**src/design/fbpa_pkg.sv**
```systemverilog
`timescale 1ns / 1ps
// ----------------------------------------------------------------------------
// fbpa_pkg
// Shared types and constants for the fixed block pool allocator.
// ----------------------------------------------------------------------------
package fbpa_pkg;

    // Block size in bytes; it must be a power of two.
    localparam int unsigned BLOCK_BYTES = 32;
    localparam int unsigned BLOCK_SHIFT = $clog2(BLOCK_BYTES);

    localparam int unsigned DEF_NUM_BLOCKS = 1024;

    localparam int unsigned ADDR_W  = 32;
    localparam int unsigned COUNT_W = 11;
    localparam int unsigned CFG_IDX_W = 1;
    localparam int unsigned STATUS_W  = 2;
    localparam int unsigned OUT_DATA_W = 40;

    localparam logic [COUNT_W-1:0] RESET_BLOCK_COUNT = 11'd1024;

    // Configuration register indexes.
    localparam logic [CFG_IDX_W-1:0] CFG_BLOCK_COUNT = 1'd0;
    localparam logic [CFG_IDX_W-1:0] CFG_AREA_BASE   = 1'd1;

    // Request commands.
    localparam logic CMD_ALLOC = 1'b0;
    localparam logic CMD_FREE  = 1'b1;

    // Result status codes.
    localparam logic [STATUS_W-1:0] STATUS_OK       = 2'd0;
    localparam logic [STATUS_W-1:0] STATUS_EMPTY    = 2'd1;
    localparam logic [STATUS_W-1:0] STATUS_REJECTED = 2'd2;

    // Outcome of the address checks on a free request.
    typedef struct packed {
        logic not_null;
        logic aligned;
        logic in_range;
        logic touched;
    } t_free_chk;

endpackage

```
**src/design/fbpa_addr_check.sv**
```systemverilog
`timescale 1ns / 1ps
// ----------------------------------------------------------------------------
// fbpa_addr_check
// Turns a free address into a block index and checks it against the pool.
// ----------------------------------------------------------------------------
module fbpa_addr_check
    import fbpa_pkg::*;
#(
    parameter int unsigned NUM_BLOCKS = DEF_NUM_BLOCKS
) (
    input  logic [ADDR_W-1:0]                   i_addr,
    input  logic [ADDR_W-1:0]                   i_base,
    input  logic [$clog2(NUM_BLOCKS+1)-1:0]     i_count,
    input  logic [$clog2(NUM_BLOCKS+1)-1:0]     i_mark,
    output logic [$clog2(NUM_BLOCKS)-1:0]       o_idx,
    output t_free_chk                           o_chk
);

    logic [ADDR_W-1:0] w_off;
    logic [ADDR_W-1:0] w_off_idx;

    assign w_off     = i_addr - i_base;
    assign w_off_idx = w_off >> BLOCK_SHIFT;
    assign o_idx     = w_off_idx[$clog2(NUM_BLOCKS)-1:0];

    // Blocks at or above the watermark have not been handed out since the
    // last rebuild, so their stored flag is stale and reads as clear.
    always_comb begin
        o_chk.not_null = (i_addr != '0);
        o_chk.aligned  = (w_off[BLOCK_SHIFT-1:0] == '0);
        o_chk.in_range = (w_off_idx < ADDR_W'(i_count));
        o_chk.touched  = (w_off_idx < ADDR_W'(i_mark));
    end

endmodule

```
**config.mk**
```make
export PLATFORM = sky130hd
export DESIGN_NAME = fbpa_addr_check
export DESIGN_NICKNAME = d
export VERILOG_FILES = /design/src/design/fbpa_pkg.sv /design/src/design/fbpa_addr_check.sv
export SDC_FILE = /design/constraint.sdc
export NUM_CORES = 1
export LEC_CHECK = 0
export BUFFER_PORTS_ARGS = -buffer_cell sky130_fd_sc_hd__buf_2
export CORE_UTILIZATION = 56
export DETAILED_ROUTE_END_ITERATION = 8
export GPL_TIMING_DRIVEN = 1
export PLACE_DENSITY_LB_ADDON = 0.05
export SETUP_SLACK_MARGIN = 0.3
export SYNTH_ARGS = -nofsm -noshare
export SYNTH_HDL_FRONTEND = slang
export SYNTH_SLANG_ARGS = --single-unit
```
**constraint.sdc**
```tcl
create_clock -name vclk -period 11.13
set_input_delay 2.7825 -clock vclk [all_inputs]
set_output_delay 2.7825 -clock vclk [all_outputs]
set_load 0.05 [all_outputs]
```
After elaboration in Yosys (flattened, before gate mapping):

Cells that the tools add are included.

* flip-flop bits (word level): 0
* latch bits: 0
* RAM bits: 0
* memory bits (read-only): 0
* bits of input ports: 86
* output and inout bits: 14
* logic and storage cells: 5
* memories kept: 0

* add/sub/neg operators: 1
* multiply operators: 0
* divide/modulo/power cells: 0
* order comparisons: 2
* equality and inequality tests: 0
* shift-type cells: 0
* muxes and demuxes: 0
* bitwise gates (word level): 0
* reductions and logical operators: 2

Operator list (count)
* 27-bit by 11-bit less-than comparator with 1-bit output: 2
* 32-bit nonzero test: 1
* 32-bit subtractor: 1
* 5-bit zero test: 1

Depth between registers and ports, before layout:

Gate-level depths: netlist (run 1).

* depth after elaboration: 2
* mapped depth: 17
* gate-level depth less buffers: 17

Worst setup path before layout (run 1):

No wires, ideal clock.

* path type: input -> output
* from: input port i_addr[0]
* to: output port o_chk[1] in the netlist's numbering
* data arrival time: 6.986 ns
* required time: 8.348 ns
* setup slack: 1.362 ns
* stages: 17
* buffers on the path: 0
* cells stage by stage: inv_1 > ha_1 > fa_1 > nand2b_1 > a21oi_1 > or2_2 > a21oi_1 > xnor2_1 > ha_1 > a21oi_1 > nor2b_1 > o21ai_0 > nand2b_1 > a211oi_1 > o31ai_1 > a21oi_1 > nor4b_2

RTL lines
* from (decl): RTL line fbpa_addr_check.sv:11 `input logic [ADDR_W-1:0] i_addr,`
* to (decl): RTL line fbpa_addr_check.sv:16 `output t_free_chk o_chk`

==> reports/metrics.yaml, run 1 <==
synth_top_cell_by_area: "ha_1"
dpl.hpwl_mm: 6.27
wl_per_cell_um: 13.5
finalSetupViolations: 0
antenna_found_initial: 0
io_buffer_count: 100
crit_chain: "buf_2, inv_1, ha_1, fa_1, nand2b_1, a21oi_1, or2_2, a21oi_1, xnor2_1, ha_1, a21oi_1, nor2b_1, o21ai_0, nand2b_1, a211oi_1, o31ai_1, a21oi_1, nor4b_2, buf_2"
yosysWarnings: 0
top_level_ports: 100
core_area_um2: 4350
grt_max_degree: 12
grt_pass1_wl_mm: 12.1
post_cts_buffers: 0
drc: 0
initial_core_util_pct: 58.2
synth_cell_types: 50
report.final.slew_viol_count: 0
path_delay_family: "compound AO/OA/AOI/OAI gates"
crit_slowest_cell: "fa_1"
cp.required_ps: 8350
postPlaceCellArea_um2: 3080
power.leakage_nw: 1.72
final_area_um2: 3080
syn_inst: 387
wirelength_mm: 7.20
ctsResizeCount: 0
synth_common_cells: "56 x inv_1, 51 x ha_1, 41 x a21oi_1, 31 x nand2_1, 29 x nor2_1"
relSlewSlack_pct: 64.7
gp_congestion: 0.944
syn_avg_cell_area_um2: 6.55
hold_violations: 0
synth_nets: 525
grt_overflow: 0
startpoint_type: "primary input"
synth_area_leaders: "ha_1 25%, inv_1 8.3%, a21oi_1 8.1%, o21ai_0 4.7%, nand2_1 4.6%"
timing.max_cap.violations: 0
nNetsFinal: 621
total_power_mw: 0.222
synth_top_area_share_pct: 25.2
critPathArrivalTime_ps: 6130
worst-path-buf-inv: 3
drive_gt1_share_pct: 23.3
drt-initial-drc-count: 165
antenna_cells: 0
holdWs_ps: 6090
rows: 24
drt-vias-per-instance: 5.94
grt_usage_pct: 29.1
status: "complete, no violations"
path_class: "primary input to primary output"
syn_to_final_growth_pct: 21.4
p_per_area_nw_per_um2: 72.0
dr.pass1.iters: 5
critPathCaptureType: "primary output"
rsz0062_at_grt: "no"
grt_pass1_vias: 2858
cpPeakStageDelay_ps: 410
synth_seq_area_share_pct: 0
holdCritPathClass: "primary input to primary output"
post-route-util_pct: 70.7
setup_tns_ps: 0
seq_cell_count: 0
crit_path_frequent_cell: "a21oi_1"
worstMarginPinSlew_ps: 516
yosysMostFrequentCell: "inv_1"
regArea_um2: 0
finalCritPeriodShare_pct: 80.1
worst-path-max-fanout: 3
synth_area_um2: 2540
die_area_um2: 4800
vdd_ir_drop_max_mv: 0.0305
layout_min_cycle_time_ps: 8920
postRouteAntennaNets: 0
dieHeight_um: 69.3
nFillCells: 394
cts_hold_buf: 0
nClkBuffers: 0
fmax_mhz: 112
vias: 3168
die_w_um: 69.3
[power by group]
group / switching (mW) / internal (mW) / total [mW] / leakage (nW)
registers: 0 / 0 / 0 / 0
clock network: 0 / 0 / 0 / 0
logic: 0.136 / 0.0855 / 0.222 / 1.72
[path summary, 6_finish.rpt]
check | startpoint | endpoint | slack [ps] | depth (start not counted)
max | i_addr[0] | o_chk[1] | 2210 | 19
min | i_addr[4] | o_chk[3] | 6090 | 5
[kinds of logic after synthesis]
logic type      count (synthesis)  share of synthesized area, %
compound gates                120                          29.9
xor+xnor                       23                          7.94
simple gates                  127                          25.8
buf+inv                        62                          9.18
fa+ha+maj                      52                          25.9
mux                             3                          1.23
[tightest hold or removal path: cells and delay by family]
kind	cells	cell delay, ps
and+or+nand+nor	3	190
buffers and inverters	2	340
[final cells by class]
class	instances	area, um2	area share, %
tap	52	65.1	2.11
multi-input combinational	325	2300	74.8
inverter	56	210	6.83
timing repair buffer	100	500	16.3
[layer usage]
layer	vias up	part of all wire [%]	GRT usage (%)	wire, um
li1	1599	-	-	-
met1	1430	42	35.9	3020
met2	123	52	56.1	3720
met3	16	4.4	0.581	314
met4	0	2.1	5.44	150
met5	-	0	0	0
[cells in the final DEF, fill, tap and decap left out, drive strengths merged, types with 12 or more instances in the layout]
cell,netlist,routed
nor4,12,12
nand2,31,31
o21ai,27,27
inv,56,56
a21o,13,13
xor2,12,12
ha,51,51
nor2,29,29
buf,0,100
a21oi,41,41
[through the flow]
stage          worst slack (ps)  instances
2_1_floorplan              1360        387
3_5_place_dp               2190        533
4_1_cts                    2210        533
6_report                   2210        533
5_1_grt                    1980        533
3_3_place_gp               2350        533
Note: power is estimated with default switching activity, not from simulation.
==> inputs of run 2 (changes only) <==
--- a/config.mk
+++ b/config.mk
@@ -6,7 +6,7 @@
 export NUM_CORES = 1
 export LEC_CHECK = 0
 export BUFFER_PORTS_ARGS = -buffer_cell sky130_fd_sc_hd__buf_2
-export CORE_UTILIZATION = 56
+export CORE_UTILIZATION = 52
 export DETAILED_ROUTE_END_ITERATION = 8
 export GPL_TIMING_DRIVEN = 1
 export PLACE_DENSITY_LB_ADDON = 0.05
==> constraint.sdc (replaced) <==
create_clock -name vclk -period 8.62
set_input_delay 2.155 -clock vclk [all_inputs]
set_output_delay 2.155 -clock vclk [all_outputs]
set_load 0.05 [all_outputs]
==> run 2 against run 1 <==
Net effect:
- final cell count up 0.38%
- critical path depth down 2
- largest power group unchanged
- critical endpoint is now o_chk[0]
- design area up 1.1%
==> reports/metrics.yaml, run 2 (same netlist as run 1, synthesis figures left out) <==
wirelength_mm: 7.10
vias: 3090
holdCritPathClass: "primary input to primary output"
report.final.slew_viol_count: 0
worstMarginPinSlew_ps: 560
rsz0062_at_grt: "no"
die_w_um: 71.8
hold_violations: 0
seq_cell_count: 0
dieHeight_um: 71.8
critPathCaptureType: "primary output"
grt_overflow: 0
wl_per_cell_um: 13.3
dpl.hpwl_mm: 6.19
io_buffer_count: 100
mostFrequentLayoutCells: "100 x buf_2, 56 x inv_1, 51 x ha_1, 41 x a21oi_1, 31 x nand2_1"
stdcell_count: 535
post_cts_buffers: 0
cp.required_ps: 6470
initial_core_util_pct: 54.1
dp.cells: 535
nFillCells: 457
syn_to_final_growth_pct: 22.8
crit_chain: "buf_2, inv_1, ha_1, fa_1, nand2b_1, a21oi_1, o21a_1, a21oi_1, o21ai_0, xor2_1, ha_1, o21ai_0, a21oi_1, nor2_1, o31ai_1, nor4_4, buf_2"
layout_min_cycle_time_ps: 7730
vdd_ir_drop_max_mv: 0.0674
drt-initial-drc-count: 158
drive_gt1_share_pct: 23.7
holdPathStages: 5
core_area_um2: 4690
p_per_area_nw_per_um2: 93.2
finalCritPeriodShare_pct: 89.7
timing.max_cap.violations: 0
min-delay-start: "i_addr[4]"
setup_tns_ps: 0
critPathArrivalTime_ps: 5580
die_area_um2: 5160
status: "complete, no violations"
grt_max_degree: 12
finalSetupViolations: 0
antenna_cells: 0
ctsResizeCount: 0
grt_pass1_wl_mm: 11.3
multi_input_area_um2: 2340
drc: 0
holdWs_ps: 4870
drt-vias-per-instance: 5.78
crit_path_frequent_cell: "a21oi_1"
layout_commonest_cell: "buf_2"
antenna_found_initial: 0
power.leakage_nw: 1.75
crit_slowest_cell: "fa_1"
worst-path-max-fanout: 4
dr.pass1.iters: 4
startpoint_type: "primary input"
path_class: "primary input to primary output"
grt_pass1_vias: 2773
gp_congestion: 0.930
regArea_um2: 0
top_level_ports: 100
grt_usage_pct: 26.1
post-route-util_pct: 66.4
postRouteAntennaNets: 0
hold_end: "o_chk[3]"
nClkBuffers: 0
rows: 25
relSlewSlack_pct: 62.6
cpPeakStageDelay_ps: 400
cts_hold_buf: 0
fmax_mhz: 129
nNetsFinal: 621
[run 2: cell count changes in the layout (fill, tap and decap cells not counted)]
cell,previous run,this run
xnor2_1,11,9
xnor2_2,0,2
nor4_2,1,0
nor4_4,0,1
nor4b_2,1,0
nor4b_4,0,1
[run 2: final cells by class]
cell class,count,share of cell area (%)
inverters,56,6.75
multi-input cells,325,75.0
well taps,54,2.17
repair buffers,100,16.1
[run 2: layer usage]
layer  up-vias  track usage [%]  routed length, um  share of wire, %
met5         -                0                  0                 0
met4         0             5.01                104               1.5
met3         8            0.844                264               3.7
met2        87             50.5               3590                51
met1      1383             32.1               3140                44
li1       1612                -                  -                 -
[run 2: critical path: cells and delay by family]
| family | cells | cell delay, ps |
|---|---|---|
| AO/OA/AOI/OAI | 7 | 1250 |
| XOR/XNOR | 1 | 290 |
| adder cells (fa/ha/maj) | 3 | 930 |
| buffers and inverters | 3 | 420 |
| AND/OR/NAND/NOR | 3 | 540 |
[run 2: worst max-delay path by stage]
stage / from / cells past startpoint / end / slack [ps]
finish: i_addr[0] / 17 / o_chk[0] / 890
global route: i_addr[6] / 16 / o_chk[1] / 670
CTS: i_addr[3] / 16 / o_chk[1] / 920
detailed placement: i_addr[3] / 16 / o_chk[1] / 930
global placement: i_addr[3] / 16 / o_chk[1] / 960
floorplan: i_base[3] / 15 / o_chk[1] / 500
[run 2: where the power goes]
part	internal [mW]	switching [mW]
clock	0	0
combinational	0.112	0.178
sequential	0	0
[run 2: metrics by stage]
stage	setup WS, ps	power (mW)	instance area, um2
6_report	889	0.290	3110
5_1_grt	666	0.320	3110
3_5_place_dp	930	0.287	3110
3_3_place_gp	955	0.283	3110
4_1_cts	920	0.289	3110
2_1_floorplan	497	0.214	2570
==> inputs of run 3 (changes only) <==
==> constraint.sdc (replaced) <==
create_clock -name vclk -period 8.62
set_input_delay 0.862 -clock vclk [all_inputs]
set_output_delay 0.862 -clock vclk [all_outputs]
set_load 0.05 [all_outputs]
==> run 3 against run 2 <==
Net effect:
- setup slack gained 2700 ps
- combinational power barely moved
- sequential share of layout area stayed put
- first-iteration DRC count increased by 35%
- design area down 1.0%
- non-clock buffer count is the same
- utilization down 0.69 points
- clock-buffer cell count did not move
- highest routed layer unchanged
==> reports/metrics.yaml, run 3 (same netlist as run 1, synthesis figures left out) <==
ctsResizeCount: 0
mostFrequentLayoutCells: "100 x buf_2, 56 x inv_1, 51 x ha_1, 41 x a21oi_1, 31 x nand2_1"
layout_commonest_cell: "buf_2"
dpl.hpwl_mm: 6.30
antenna_found_initial: 0
layout_min_cycle_time_ps: 5060
gp_congestion: 0.889
io_buffer_count: 100
finalSetupViolations: 0
relSlewSlack_pct: 63.8
die_area_um2: 5160
grt_overflow: 0
vias: 3133
timing.max_cap.violations: 0
post_cts_buffers: 0
wirelength_mm: 7.18
holdCritPathClass: "primary input to primary output"
postPlaceCellArea_um2: 3080
regArea_um2: 0
drt-initial-drc-count: 214
cts_hold_buf: 0
drc: 0
report.final.slew_viol_count: 0
core_area_um2: 4690
rows: 25
worstMarginPinSlew_ps: 538
grt_pass1_wl_mm: 11.9
power.leakage_nw: 1.72
drive_gt1_share_pct: 23.3
top_level_ports: 100
finalCritPeriodShare_pct: 58.6
worst-path-max-fanout: 4
wl_per_cell_um: 13.4
grt_usage_pct: 27.5
vdd_ir_drop_max_mv: 0.0535
startpoint_type: "primary input"
critPathCaptureType: "primary output"
nClkBuffers: 0
dieHeight_um: 71.8
fmax_mhz: 198
critPathArrivalTime_ps: 4190
nNetsFinal: 621
grt_max_degree: 12
status: "complete, no violations"
syn_to_final_growth_pct: 21.5
cp.required_ps: 7760
setup_tns_ps: 0
final_area_um2: 3080
drt-vias-per-instance: 5.86
dr.pass1.iters: 7
seq_cell_count: 0
initial_core_util_pct: 54.1
path_class: "primary input to primary output"
rsz0062_at_grt: "no"
grt_pass1_vias: 2867
die_w_um: 71.8
antenna_cells: 0
hold_violations: 0
p_per_area_nw_per_um2: 93.0
postRouteAntennaNets: 0
==> run 3: cell counts in the layout (fill, tap and decap cells not counted) <==
Identical to the previous run, type by type.
==> run 3: critical path, stage by stage <==
cell and delay, ps:
buf_2 90, inv_1 40, ha_1 210, fa_1 390, nand2b_1 200, a21oi_1 260, o21a_1 280, xor2_1 150
ha_1 210, a21o_1 170, a21oi_1 130, nor2b_1 50, o21ai_0 140, nand2b_1 80, a211oi_1 230, o31ai_1 100
a21oi_1 110, nor4b_2 190, buf_2 300
==> run 3: layout make-up <==
cell class                 instances  area [um2]
fill                             477        1610
inverter                          56         210
multi-input combinational        325        2300
tap                               54        67.6
timing repair buffer             100         500
==> run 3: report_power, final <==
part	internal, mW	total, mW	switching, mW
combinational	0.110	0.287	0.176
clock	0	0	0
sequential	0	0	0
==> run 3: worst paths after layout <==
check	from	slack, ps	cells after the start	endpoint
worst max-delay path	i_addr[0]	3560	19	o_chk[1]
worst min-delay path	i_addr[4]	2270	5	o_chk[3]
==> run 3: layer usage <==
metal / part of all wire, % / up-vias / track usage [%]
li1: - / 1603 / -
met3: 4.7 / 14 / 0.563
met5: 0 / - / 0
met2: 51 / 117 / 54.9
met4: 1.6 / 0 / 4.14
met1: 43 / 1399 / 33.0
==> run 3: metrics by stage <==
step                power (mW)  hold WS, ps  worst slack (ps)  std cells  utilization [%]
floorplan                0.209         2050              2690        387                -
global placement         0.280         2280              3640        535             65.7
detailed placement       0.284         2270              3590        535             65.7
CTS                      0.285         2270              3580        535             65.7
global route             0.319         2300              3300        535             65.7
finish                   0.287         2270              3560        535             65.7
